[src/urtrb_pkg.sv]
// Package for the serial-port ring buffers: ring sizes, derived widths,
// event and status codes, and the transaction structs of both channels.
// No dependencies.
`default_nettype none

package urtrb_pkg;

  // Ring sizes (2 to 127 entries each)
  localparam int unsigned RX_DEPTH = 64;
  localparam int unsigned TX_DEPTH = 64;

  // Derived pointer and count widths
  localparam int unsigned RX_AW  = $clog2(RX_DEPTH);
  localparam int unsigned TX_AW  = $clog2(TX_DEPTH);
  localparam int unsigned RX_CW  = $clog2(RX_DEPTH + 1);
  localparam int unsigned TX_CW  = $clog2(TX_DEPTH + 1);

  // Fixed field widths
  localparam int unsigned BYTE_W = 8;
  localparam int unsigned FILL_W = 7;
  localparam int unsigned CODE_W = 3;

  // Event codes
  localparam logic [CODE_W-1:0] OP_HOST_WRITE = 3'd0;
  localparam logic [CODE_W-1:0] OP_TX_READY   = 3'd1;
  localparam logic [CODE_W-1:0] OP_RX_BYTE    = 3'd2;
  localparam logic [CODE_W-1:0] OP_HOST_READ  = 3'd3;
  localparam logic [CODE_W-1:0] OP_RX_FLUSH   = 3'd4;

  // Status codes
  localparam logic [CODE_W-1:0] ST_OK           = 3'd0;
  localparam logic [CODE_W-1:0] ST_DROP_FULL    = 3'd1;
  localparam logic [CODE_W-1:0] ST_DROP_FRAMING = 3'd2;
  localparam logic [CODE_W-1:0] ST_EMPTY_READ   = 3'd3;
  localparam logic [CODE_W-1:0] ST_IGNORED      = 3'd4;

  // Configuration register indexes
  localparam logic CFG_RX_NOTIFY = 1'b0;
  localparam logic CFG_TX_NOTIFY = 1'b1;

  typedef struct packed {
    logic [CODE_W-1:0] operation;
    logic [BYTE_W-1:0] data_byte;
    logic              framing_error;
    logic              overrun_error;
  } in_item_t;

  typedef struct packed {
    logic [BYTE_W-1:0] read_data;
    logic [BYTE_W-1:0] tx_byte;
    logic              tx_start;
    logic              tx_busy;
    logic              receive_enabled;
    logic [FILL_W-1:0] rx_fill;
    logic [FILL_W-1:0] tx_fill;
    logic              rx_notify;
    logic              tx_notify;
    logic [CODE_W-1:0] status;
  } out_item_t;

endpackage

`default_nettype wire

[src/urtrb_ram.sv]
// Generic single-clock RAM: one write port, one read port, registered read.
// No dependencies.
`default_nettype none

module urtrb_ram #(
  parameter int unsigned WIDTH = 8,
  parameter int unsigned DEPTH = 64
) (
  input  wire logic                     clk_i,
  input  wire logic                     we_i,
  input  wire logic [$clog2(DEPTH)-1:0] waddr_i,
  input  wire logic [WIDTH-1:0]         wdata_i,
  input  wire logic                     re_i,
  input  wire logic [$clog2(DEPTH)-1:0] raddr_i,
  output logic      [WIDTH-1:0]         rdata_o
);

  logic [WIDTH-1:0] mem [DEPTH];

  // Write port and registered read port
  always_ff @(posedge clk_i) begin
    if (we_i) begin
      mem[waddr_i] <= wdata_i;
    end
    if (re_i) begin
      rdata_o <= mem[raddr_i];
    end
  end

endmodule

`default_nettype wire

[src/uart_rx_tx_ring_buffers.sv]
// Top level of the serial-port ring buffers: event decode, ring pointers,
// result register. Uses urtrb_pkg and two urtrb_ram instances.
//
//  channel | signals                                  | transaction
//  --------+------------------------------------------+--------------------------------
//  in      | in_valid_i, in_ready_o, in_data_i        | one event, on valid & ready
//  out     | out_valid_o, out_ready_i, out_data_o     | one result, on valid & ready
//  cfg     | cfg_we_i, cfg_index_i, cfg_data_i        | register write, on cfg_we_i
//
// An event that pops a ring (ready with bytes queued, read with bytes held)
// goes through S_READ, where the registered RAM byte is loaded into the result.
// Every other event loads its result directly. One event is in flight at a
// time; the next is taken when the result register is empty or drains in the same cycle.
// After reset both rings are empty and receive is enabled; no clearing pass.
`default_nettype none

module uart_rx_tx_ring_buffers (
  input  wire logic                clk_i,
  input  wire logic                rst_ni,
  input  wire logic                in_valid_i,
  output logic                     in_ready_o,
  input  wire urtrb_pkg::in_item_t in_data_i,
  output logic                     out_valid_o,
  input  wire logic                out_ready_i,
  output urtrb_pkg::out_item_t     out_data_o,
  input  wire logic                cfg_we_i,
  input  wire logic                cfg_index_i,
  input  wire logic                cfg_data_i
);

  typedef enum logic {
    S_IDLE,
    S_READ
  } state_e;

  state_e state_q;
  logic   out_valid_q, out_valid_d;
  logic   rd_tx_q;
  urtrb_pkg::out_item_t res_q;

  logic [urtrb_pkg::RX_AW-1:0] rx_head_q, rx_head_d, rx_tail_q, rx_tail_d;
  logic [urtrb_pkg::RX_CW-1:0] rx_count_q, rx_count_d;
  logic [urtrb_pkg::TX_AW-1:0] tx_head_q, tx_head_d, tx_tail_q, tx_tail_d;
  logic [urtrb_pkg::TX_CW-1:0] tx_count_q, tx_count_d;
  logic tx_active_q, tx_active_d;
  logic rx_enabled_q, rx_enabled_d;
  logic rx_note_en_q, tx_note_en_q;

  logic in_fire;
  logic rx_we, rx_re, tx_we, tx_re;
  logic need_rd, rd_tx;
  logic [urtrb_pkg::BYTE_W-1:0] rx_rdata, tx_rdata;
  urtrb_pkg::out_item_t res;

  assign in_ready_o  = (state_q == S_IDLE) && (!out_valid_q || out_ready_i);
  assign in_fire     = in_valid_i && in_ready_o;
  assign out_valid_o = out_valid_q;
  assign out_data_o  = res_q;

  // Result valid: set when a result is loaded, held until it drains
  assign out_valid_d = (state_q == S_READ) || (in_fire && !need_rd) ||
                       (out_valid_q && !out_ready_i);

  // Rings
  urtrb_ram #(
    .WIDTH (urtrb_pkg::BYTE_W),
    .DEPTH (urtrb_pkg::RX_DEPTH)
  ) u_rx_ram (
    .clk_i   (clk_i),
    .we_i    (rx_we),
    .waddr_i (rx_tail_q),
    .wdata_i (in_data_i.data_byte),
    .re_i    (rx_re),
    .raddr_i (rx_head_q),
    .rdata_o (rx_rdata)
  );

  urtrb_ram #(
    .WIDTH (urtrb_pkg::BYTE_W),
    .DEPTH (urtrb_pkg::TX_DEPTH)
  ) u_tx_ram (
    .clk_i   (clk_i),
    .we_i    (tx_we),
    .waddr_i (tx_tail_q),
    .wdata_i (in_data_i.data_byte),
    .re_i    (tx_re),
    .raddr_i (tx_head_q),
    .rdata_o (tx_rdata)
  );

  // Event decode: pointer updates, RAM accesses, result fields
  always_comb begin
    rx_head_d    = rx_head_q;
    rx_tail_d    = rx_tail_q;
    rx_count_d   = rx_count_q;
    tx_head_d    = tx_head_q;
    tx_tail_d    = tx_tail_q;
    tx_count_d   = tx_count_q;
    tx_active_d  = tx_active_q;
    rx_enabled_d = rx_enabled_q;
    rx_we        = 1'b0;
    rx_re        = 1'b0;
    tx_we        = 1'b0;
    tx_re        = 1'b0;
    need_rd      = 1'b0;
    rd_tx        = 1'b0;
    res          = '0;
    res.status   = urtrb_pkg::ST_OK;

    if (in_fire) begin
      unique case (in_data_i.operation)
        urtrb_pkg::OP_HOST_WRITE: begin
          if (!tx_active_q) begin
            // idle transmitter takes the byte directly
            res.tx_byte  = in_data_i.data_byte;
            res.tx_start = 1'b1;
            tx_active_d  = 1'b1;
          end else if (tx_count_q == urtrb_pkg::TX_CW'(urtrb_pkg::TX_DEPTH)) begin
            res.status = urtrb_pkg::ST_DROP_FULL;
          end else begin
            tx_we      = 1'b1;
            tx_tail_d  = (tx_tail_q == urtrb_pkg::TX_AW'(urtrb_pkg::TX_DEPTH - 1))
                         ? '0 : tx_tail_q + 1'b1;
            tx_count_d = tx_count_q + 1'b1;
          end
        end
        urtrb_pkg::OP_TX_READY: begin
          if (!tx_active_q) begin
            res.status = urtrb_pkg::ST_IGNORED;
          end else if (tx_count_q == '0) begin
            tx_active_d = 1'b0;
          end else begin
            // byte arrives from RAM next cycle
            tx_re         = 1'b1;
            need_rd       = 1'b1;
            rd_tx         = 1'b1;
            tx_head_d     = (tx_head_q == urtrb_pkg::TX_AW'(urtrb_pkg::TX_DEPTH - 1))
                            ? '0 : tx_head_q + 1'b1;
            tx_count_d    = tx_count_q - 1'b1;
            res.tx_start  = 1'b1;
            res.tx_notify = tx_note_en_q;
          end
        end
        urtrb_pkg::OP_RX_BYTE: begin
          if (!rx_enabled_q) begin
            res.status = urtrb_pkg::ST_IGNORED;
          end else if (in_data_i.framing_error) begin
            res.status = urtrb_pkg::ST_DROP_FRAMING;
          end else begin
            if (in_data_i.overrun_error) begin
              rx_enabled_d = 1'b0;
            end
            if (rx_count_q == urtrb_pkg::RX_CW'(urtrb_pkg::RX_DEPTH)) begin
              res.status = urtrb_pkg::ST_DROP_FULL;
            end else begin
              rx_we         = 1'b1;
              rx_tail_d     = (rx_tail_q == urtrb_pkg::RX_AW'(urtrb_pkg::RX_DEPTH - 1))
                              ? '0 : rx_tail_q + 1'b1;
              rx_count_d    = rx_count_q + 1'b1;
              res.rx_notify = rx_note_en_q;
            end
          end
        end
        urtrb_pkg::OP_HOST_READ: begin
          if (rx_count_q == '0) begin
            res.status = urtrb_pkg::ST_EMPTY_READ;
          end else begin
            rx_re      = 1'b1;
            need_rd    = 1'b1;
            rx_head_d  = (rx_head_q == urtrb_pkg::RX_AW'(urtrb_pkg::RX_DEPTH - 1))
                         ? '0 : rx_head_q + 1'b1;
            rx_count_d = rx_count_q - 1'b1;
          end
        end
        urtrb_pkg::OP_RX_FLUSH: begin
          rx_head_d  = rx_tail_q;
          rx_count_d = '0;
        end
        default: begin
          res.status = urtrb_pkg::ST_IGNORED;
        end
      endcase
    end

    // state after the event
    res.tx_busy         = tx_active_d;
    res.receive_enabled = rx_enabled_d;
    res.rx_fill         = urtrb_pkg::FILL_W'(rx_count_d);
    res.tx_fill         = urtrb_pkg::FILL_W'(tx_count_d);
  end

  // Sequencer, ring state and result register
  always_ff @(posedge clk_i or negedge rst_ni) begin
    if (!rst_ni) begin
      state_q      <= S_IDLE;
      out_valid_q  <= 1'b0;
      rd_tx_q      <= 1'b0;
      res_q        <= '0;
      rx_head_q    <= '0;
      rx_tail_q    <= '0;
      rx_count_q   <= '0;
      tx_head_q    <= '0;
      tx_tail_q    <= '0;
      tx_count_q   <= '0;
      tx_active_q  <= 1'b0;
      rx_enabled_q <= 1'b1;
      rx_note_en_q <= 1'b0;
      tx_note_en_q <= 1'b0;
    end else begin
      rx_head_q    <= rx_head_d;
      rx_tail_q    <= rx_tail_d;
      rx_count_q   <= rx_count_d;
      tx_head_q    <= tx_head_d;
      tx_tail_q    <= tx_tail_d;
      tx_count_q   <= tx_count_d;
      tx_active_q  <= tx_active_d;
      rx_enabled_q <= rx_enabled_d;
      out_valid_q  <= out_valid_d;

      if (cfg_we_i) begin
        unique case (cfg_index_i)
          urtrb_pkg::CFG_RX_NOTIFY: rx_note_en_q <= cfg_data_i;
          urtrb_pkg::CFG_TX_NOTIFY: tx_note_en_q <= cfg_data_i;
          default: ;
        endcase
      end

      unique case (state_q)
        S_IDLE: begin
          if (in_fire) begin
            res_q <= res;
            if (need_rd) begin
              state_q <= S_READ;
              rd_tx_q <= rd_tx;
            end
          end
        end
        S_READ: begin
          // RAM data is valid now
          if (rd_tx_q) begin
            res_q.tx_byte <= tx_rdata;
          end else begin
            res_q.read_data <= rx_rdata;
          end
          state_q <= S_IDLE;
        end
        default: state_q <= S_IDLE;
      endcase
    end
  end

endmodule

`default_nettype wire

[config.mk]
export PLATFORM = sky130hd
export DESIGN_NAME = uart_rx_tx_ring_buffers
export DESIGN_NICKNAME = d
export VERILOG_FILES = /design/src/urtrb_pkg.sv /design/src/urtrb_ram.sv /design/src/uart_rx_tx_ring_buffers.sv
export SDC_FILE = /design/constraint.sdc
export NUM_CORES = 1
export LEC_CHECK = 0
export BUFFER_PORTS_ARGS = -buffer_cell sky130_fd_sc_hd__buf_2
export CAP_MARGIN = 20
export CORE_ASPECT_RATIO = 1.25
export CORE_MARGIN = 2
export CORE_UTILIZATION = 55
export CTS_CLUSTER_DIAMETER = 100
export DETAILED_ROUTE_END_ITERATION = 12
export PLACE_DENSITY = 0.71
export SLEW_MARGIN = 5
export SYNTH_ARGS = -nofsm -noshare
export SYNTH_HDL_FRONTEND = slang
export SYNTH_SLANG_ARGS = --single-unit
[constraint.sdc]
create_clock -name clk_i -period 3.3 [get_ports clk_i]
set_input_delay 0 -clock clk_i [delete_from_list [all_inputs] [get_ports clk_i]]
set_output_delay 0 -clock clk_i [all_outputs]
set_load 0.1 [all_outputs]
==> out/qor.yml <==
layout:
  regArea_sq_mm: 0.03332
  layout_commonest_cell: "edfxtp_1"
  nFillCells: 5560
  layout-drive-gt1-share_pct: 26.85
  n_antenna_cell: 0
  multi_input_area_sq_mm: 0.01085
  final_cell_mix: "edfxtp_1, mux4_2, buf_4, nor2_1, nand2_1"
  syn2layout_area_growth_pct: 14.14
  nets: 2649
run:
  timing.max_cap.violations: 0
routing:
  via_per_inst: 6.386
  drc: 0
  drtPass1Iterations: 7
  num_vias: 24130
  drtIter0Drc: 2767
  wl_per_cell_microns: 27.87
  wl_mm: 105.3
  antenna_left: 0
worst_hold_path:
  hp-class: "in -> async"
global_route:
  antenna_found_initial: 1
  grt.total_usage_pct: 25.47
  grt_max_degree: 99
  grt_pass1_wl_mm: 157.3
  grt_pass1_vias: 24500
  grt.overflow.total: 0
floorplan:
  start_util_pct: 55.31
  core_sq_mm: 0.08110
  die_h_microns: 323.3
  num_rows: 117
  die_x_microns: 259.4
  die_area_sq_mm: 0.08387
  ios: 60
timing:
  fin_tns_setup_ns: 0
  tightest_slew_ns: 1.019
  worst_clock_skew_ns: 0.02327
  fmax_mhz: 313.7
  finalHoldWorstSlack_ns: 0.01175
  relSlewSlack_pct: 31.76
  hold_viol: 0
  rsz0062_at_grt: "yes"
  fin_crit_ns: 3.188
  fin_crit_sh_pct: 96.59
  slew_violations: 0
  finalSetupViolCount: 0
synth:
  syn_nets: 2434
  yosysSeqAreaShare_pct: 74.26
  postSynthCellCount: 2406
  synth_ff_type: "edfxtp_1"
  netlist_area_sq_mm: 0.04485
  postSynthAreaPerCell_sq_um: 18.64
  synth_cell_types: 84
  synth_edf_count: 1040
  synth_seq_cells: 1123
  yosys_warnings: 0
  async_reset_ff_share_pct: 7.391
setup_path:
  cpMaxStageDelayCell: "nand2_1"
  end_kind: "flop"
  crit_type: "reg -> reg"
  cp.required_ns: 3.59
  regToRegSetupSlack_ns: 0.11
  reg2reg_depth: 7
  reg2reg_from: "rx_count_q[0]"
  max_stage_delay_ns: 0.62
  arrival_ns: 3.48
  cp_max_fo: 8
  r2r_end: "u_rx_ram.mem[21][7]"
  path_cells: "inv_1 > ha_1 > or4b_1 > o311ai_4 > nor3_4 > nand2_1 > nor2_2"
  worstSetupStartpointType: "flop"
power:
  leakage_nw: 16.44
  peakVddDrop_v: 0.0005579
  power_density_mw_per_mm2: 714.7
cts:
  clock_path_buffers: 3
  postCtsSetupBuffers: 0
  cts_made_buffers: 104
  h-tree-depth: 3
  path_clk_slew_ns: 0.06
  tritoncts: "yes"
  clk_latency_ns: 0.67
  clock_sinks: 1123
  ctsRootBufferMaster: "clkbuf_16"
outcome:
  status: "finished clean"
placement:
  dpl.hpwl_mm: 66.90
  routabilityCongestion: 0.9463
  portBuffers: 59
==> area by class of cell <==
type,count,share of cell area [%]
clock buffers,143,5.751
clock inverters,50,1.095
inverters,16,0.1173
multi-input cells,1122,21.20
flip-flops and latches,1123,65.09
well taps,1071,2.618
repair buffers,254,4.130
==> worst max-delay path by stage <==
stage | from | to | slack (ns)
global placement | rx_count_q[0] | u_rx_ram.mem[25][7] | 0.13
floorplan | out_valid_o | u_tx_ram.mem[62][0] | 0.40
finish | rx_count_q[0] | u_rx_ram.mem[21][7] | 0.11
global route | rx_count_q[0] | u_rx_ram.mem[21][3] | -0.04
detailed placement | rx_count_q[0] | u_rx_ram.mem[9][6] | 0.02
CTS | rx_count_q[0] | u_rx_ram.mem[25][2] | -0.02
==> Yosys cell counts (8+ instances only) <==
cell type     n  area share [%]
nand3_1      32            0.36
or3_1         9            0.13
buf_1        20            0.17
edfxtp_1   1040              70
o211ai_1      8            0.13
buf_6         9            0.23
buf_2        38            0.42
mux2i_1      63             1.4
or3b_2        8            0.16
inv_1        12            0.10
a21oi_1      28            0.31
nor4_1        8            0.11
dfrtp_1      82             4.6
nor2b_1      21            0.29
a22o_1       13            0.25
a211oi_1     30            0.50
o22ai_1      38            0.53
mux4_2      229              11
buf_4        17            0.28
nand3b_1     11            0.18
nand2_1     118            0.99
nor3_1       18            0.20
o21ai_0      64            0.71
a22oi_1      22            0.37
a221oi_1     14            0.27
a32oi_1       8            0.16
ha_1          8            0.22
clkbuf_1     60            0.50
xnor2_1      11            0.21
nand4_1      14            0.20
a31oi_1      16            0.22
mux2_2       31            0.78
nor2_1      187             1.6
==> through the flow <==
step | std cells | instance area (sq um) | power [mW] | setup WS, ns | util [%]
2_1_floorplan | 2406 | 44850 | 22.33 | 0.4012 | -
3_3_place_gp | 3560 | 47270 | 24.51 | 0.1320 | 58.29
3_5_place_dp | 3560 | 47270 | 24.64 | 0.02198 | 58.29
4_1_cts | 3771 | 50960 | 36.74 | -0.02032 | 62.83
5_1_grt | 3779 | 51200 | 37.78 | -0.03923 | 63.13
6_report | 3779 | 51200 | 36.59 | 0.1124 | 63.13
==> state kept, by name (all words and copies together) (netlist names), 6 cells and up <==
name	count
u_rx_ram.mem	512
u_tx_ram.mem	512
out_data_o	38
u_rx_ram.rdata_o	8
u_tx_ram.rdata_o	8
rx_count_q	7
tx_count_q	7
rx_head_q	6
rx_tail_q	6
tx_head_q	6
tx_tail_q	6
==> critical path, delay by kind of cell, from the launching register on <==
family / cells / cell delay [ns]
AND/OR/NAND/NOR: 4 / 1.92
flip-flops: 1 / 0.39
adder cells (fa/ha/maj): 1 / 0.24
AO/OA/AOI/OAI: 1 / 0.17
buffers and inverters: 1 / 0.10
==> routing by layer <==
metal	share of wire, %	routed length, microns	GRT usage, %
met3	7.4	7758	3.863
met5	0.010	11	0
met4	3.7	3939	10.14
met1	38	40300	34.10
met2	51	53320	42.44
==> logic make-up after synthesis <==
logic type | Yosys count | synth area share [%]
AO/OA/AOI/OAI | 300 | 4.681
flip-flops | 1123 | 74.26
multiplexers | 323 | 13.68
XOR/XNOR | 14 | 0.2734
AND/OR/NAND/NOR | 477 | 5.099
adder cells (fa/ha/maj) | 8 | 0.2232
buffers and inverters | 161 | 1.782
==> report_power, final <==
part	internal [mW]	total (mW)	switching [mW]
sequential	15.8	16.4	0.568
clock	7.10	12.2	5.13
combinational	3.57	7.98	4.41
total	26.5	36.6	10.1
==> repair_timing <==
item                                    in CTS  in global routing
hold buffers                                18                  4
gates resized for setup                      0                 42
endpoints found under the hold margin      239                152
endpoints found under the setup margin      18                288
(Power assumes the default switching activity.)
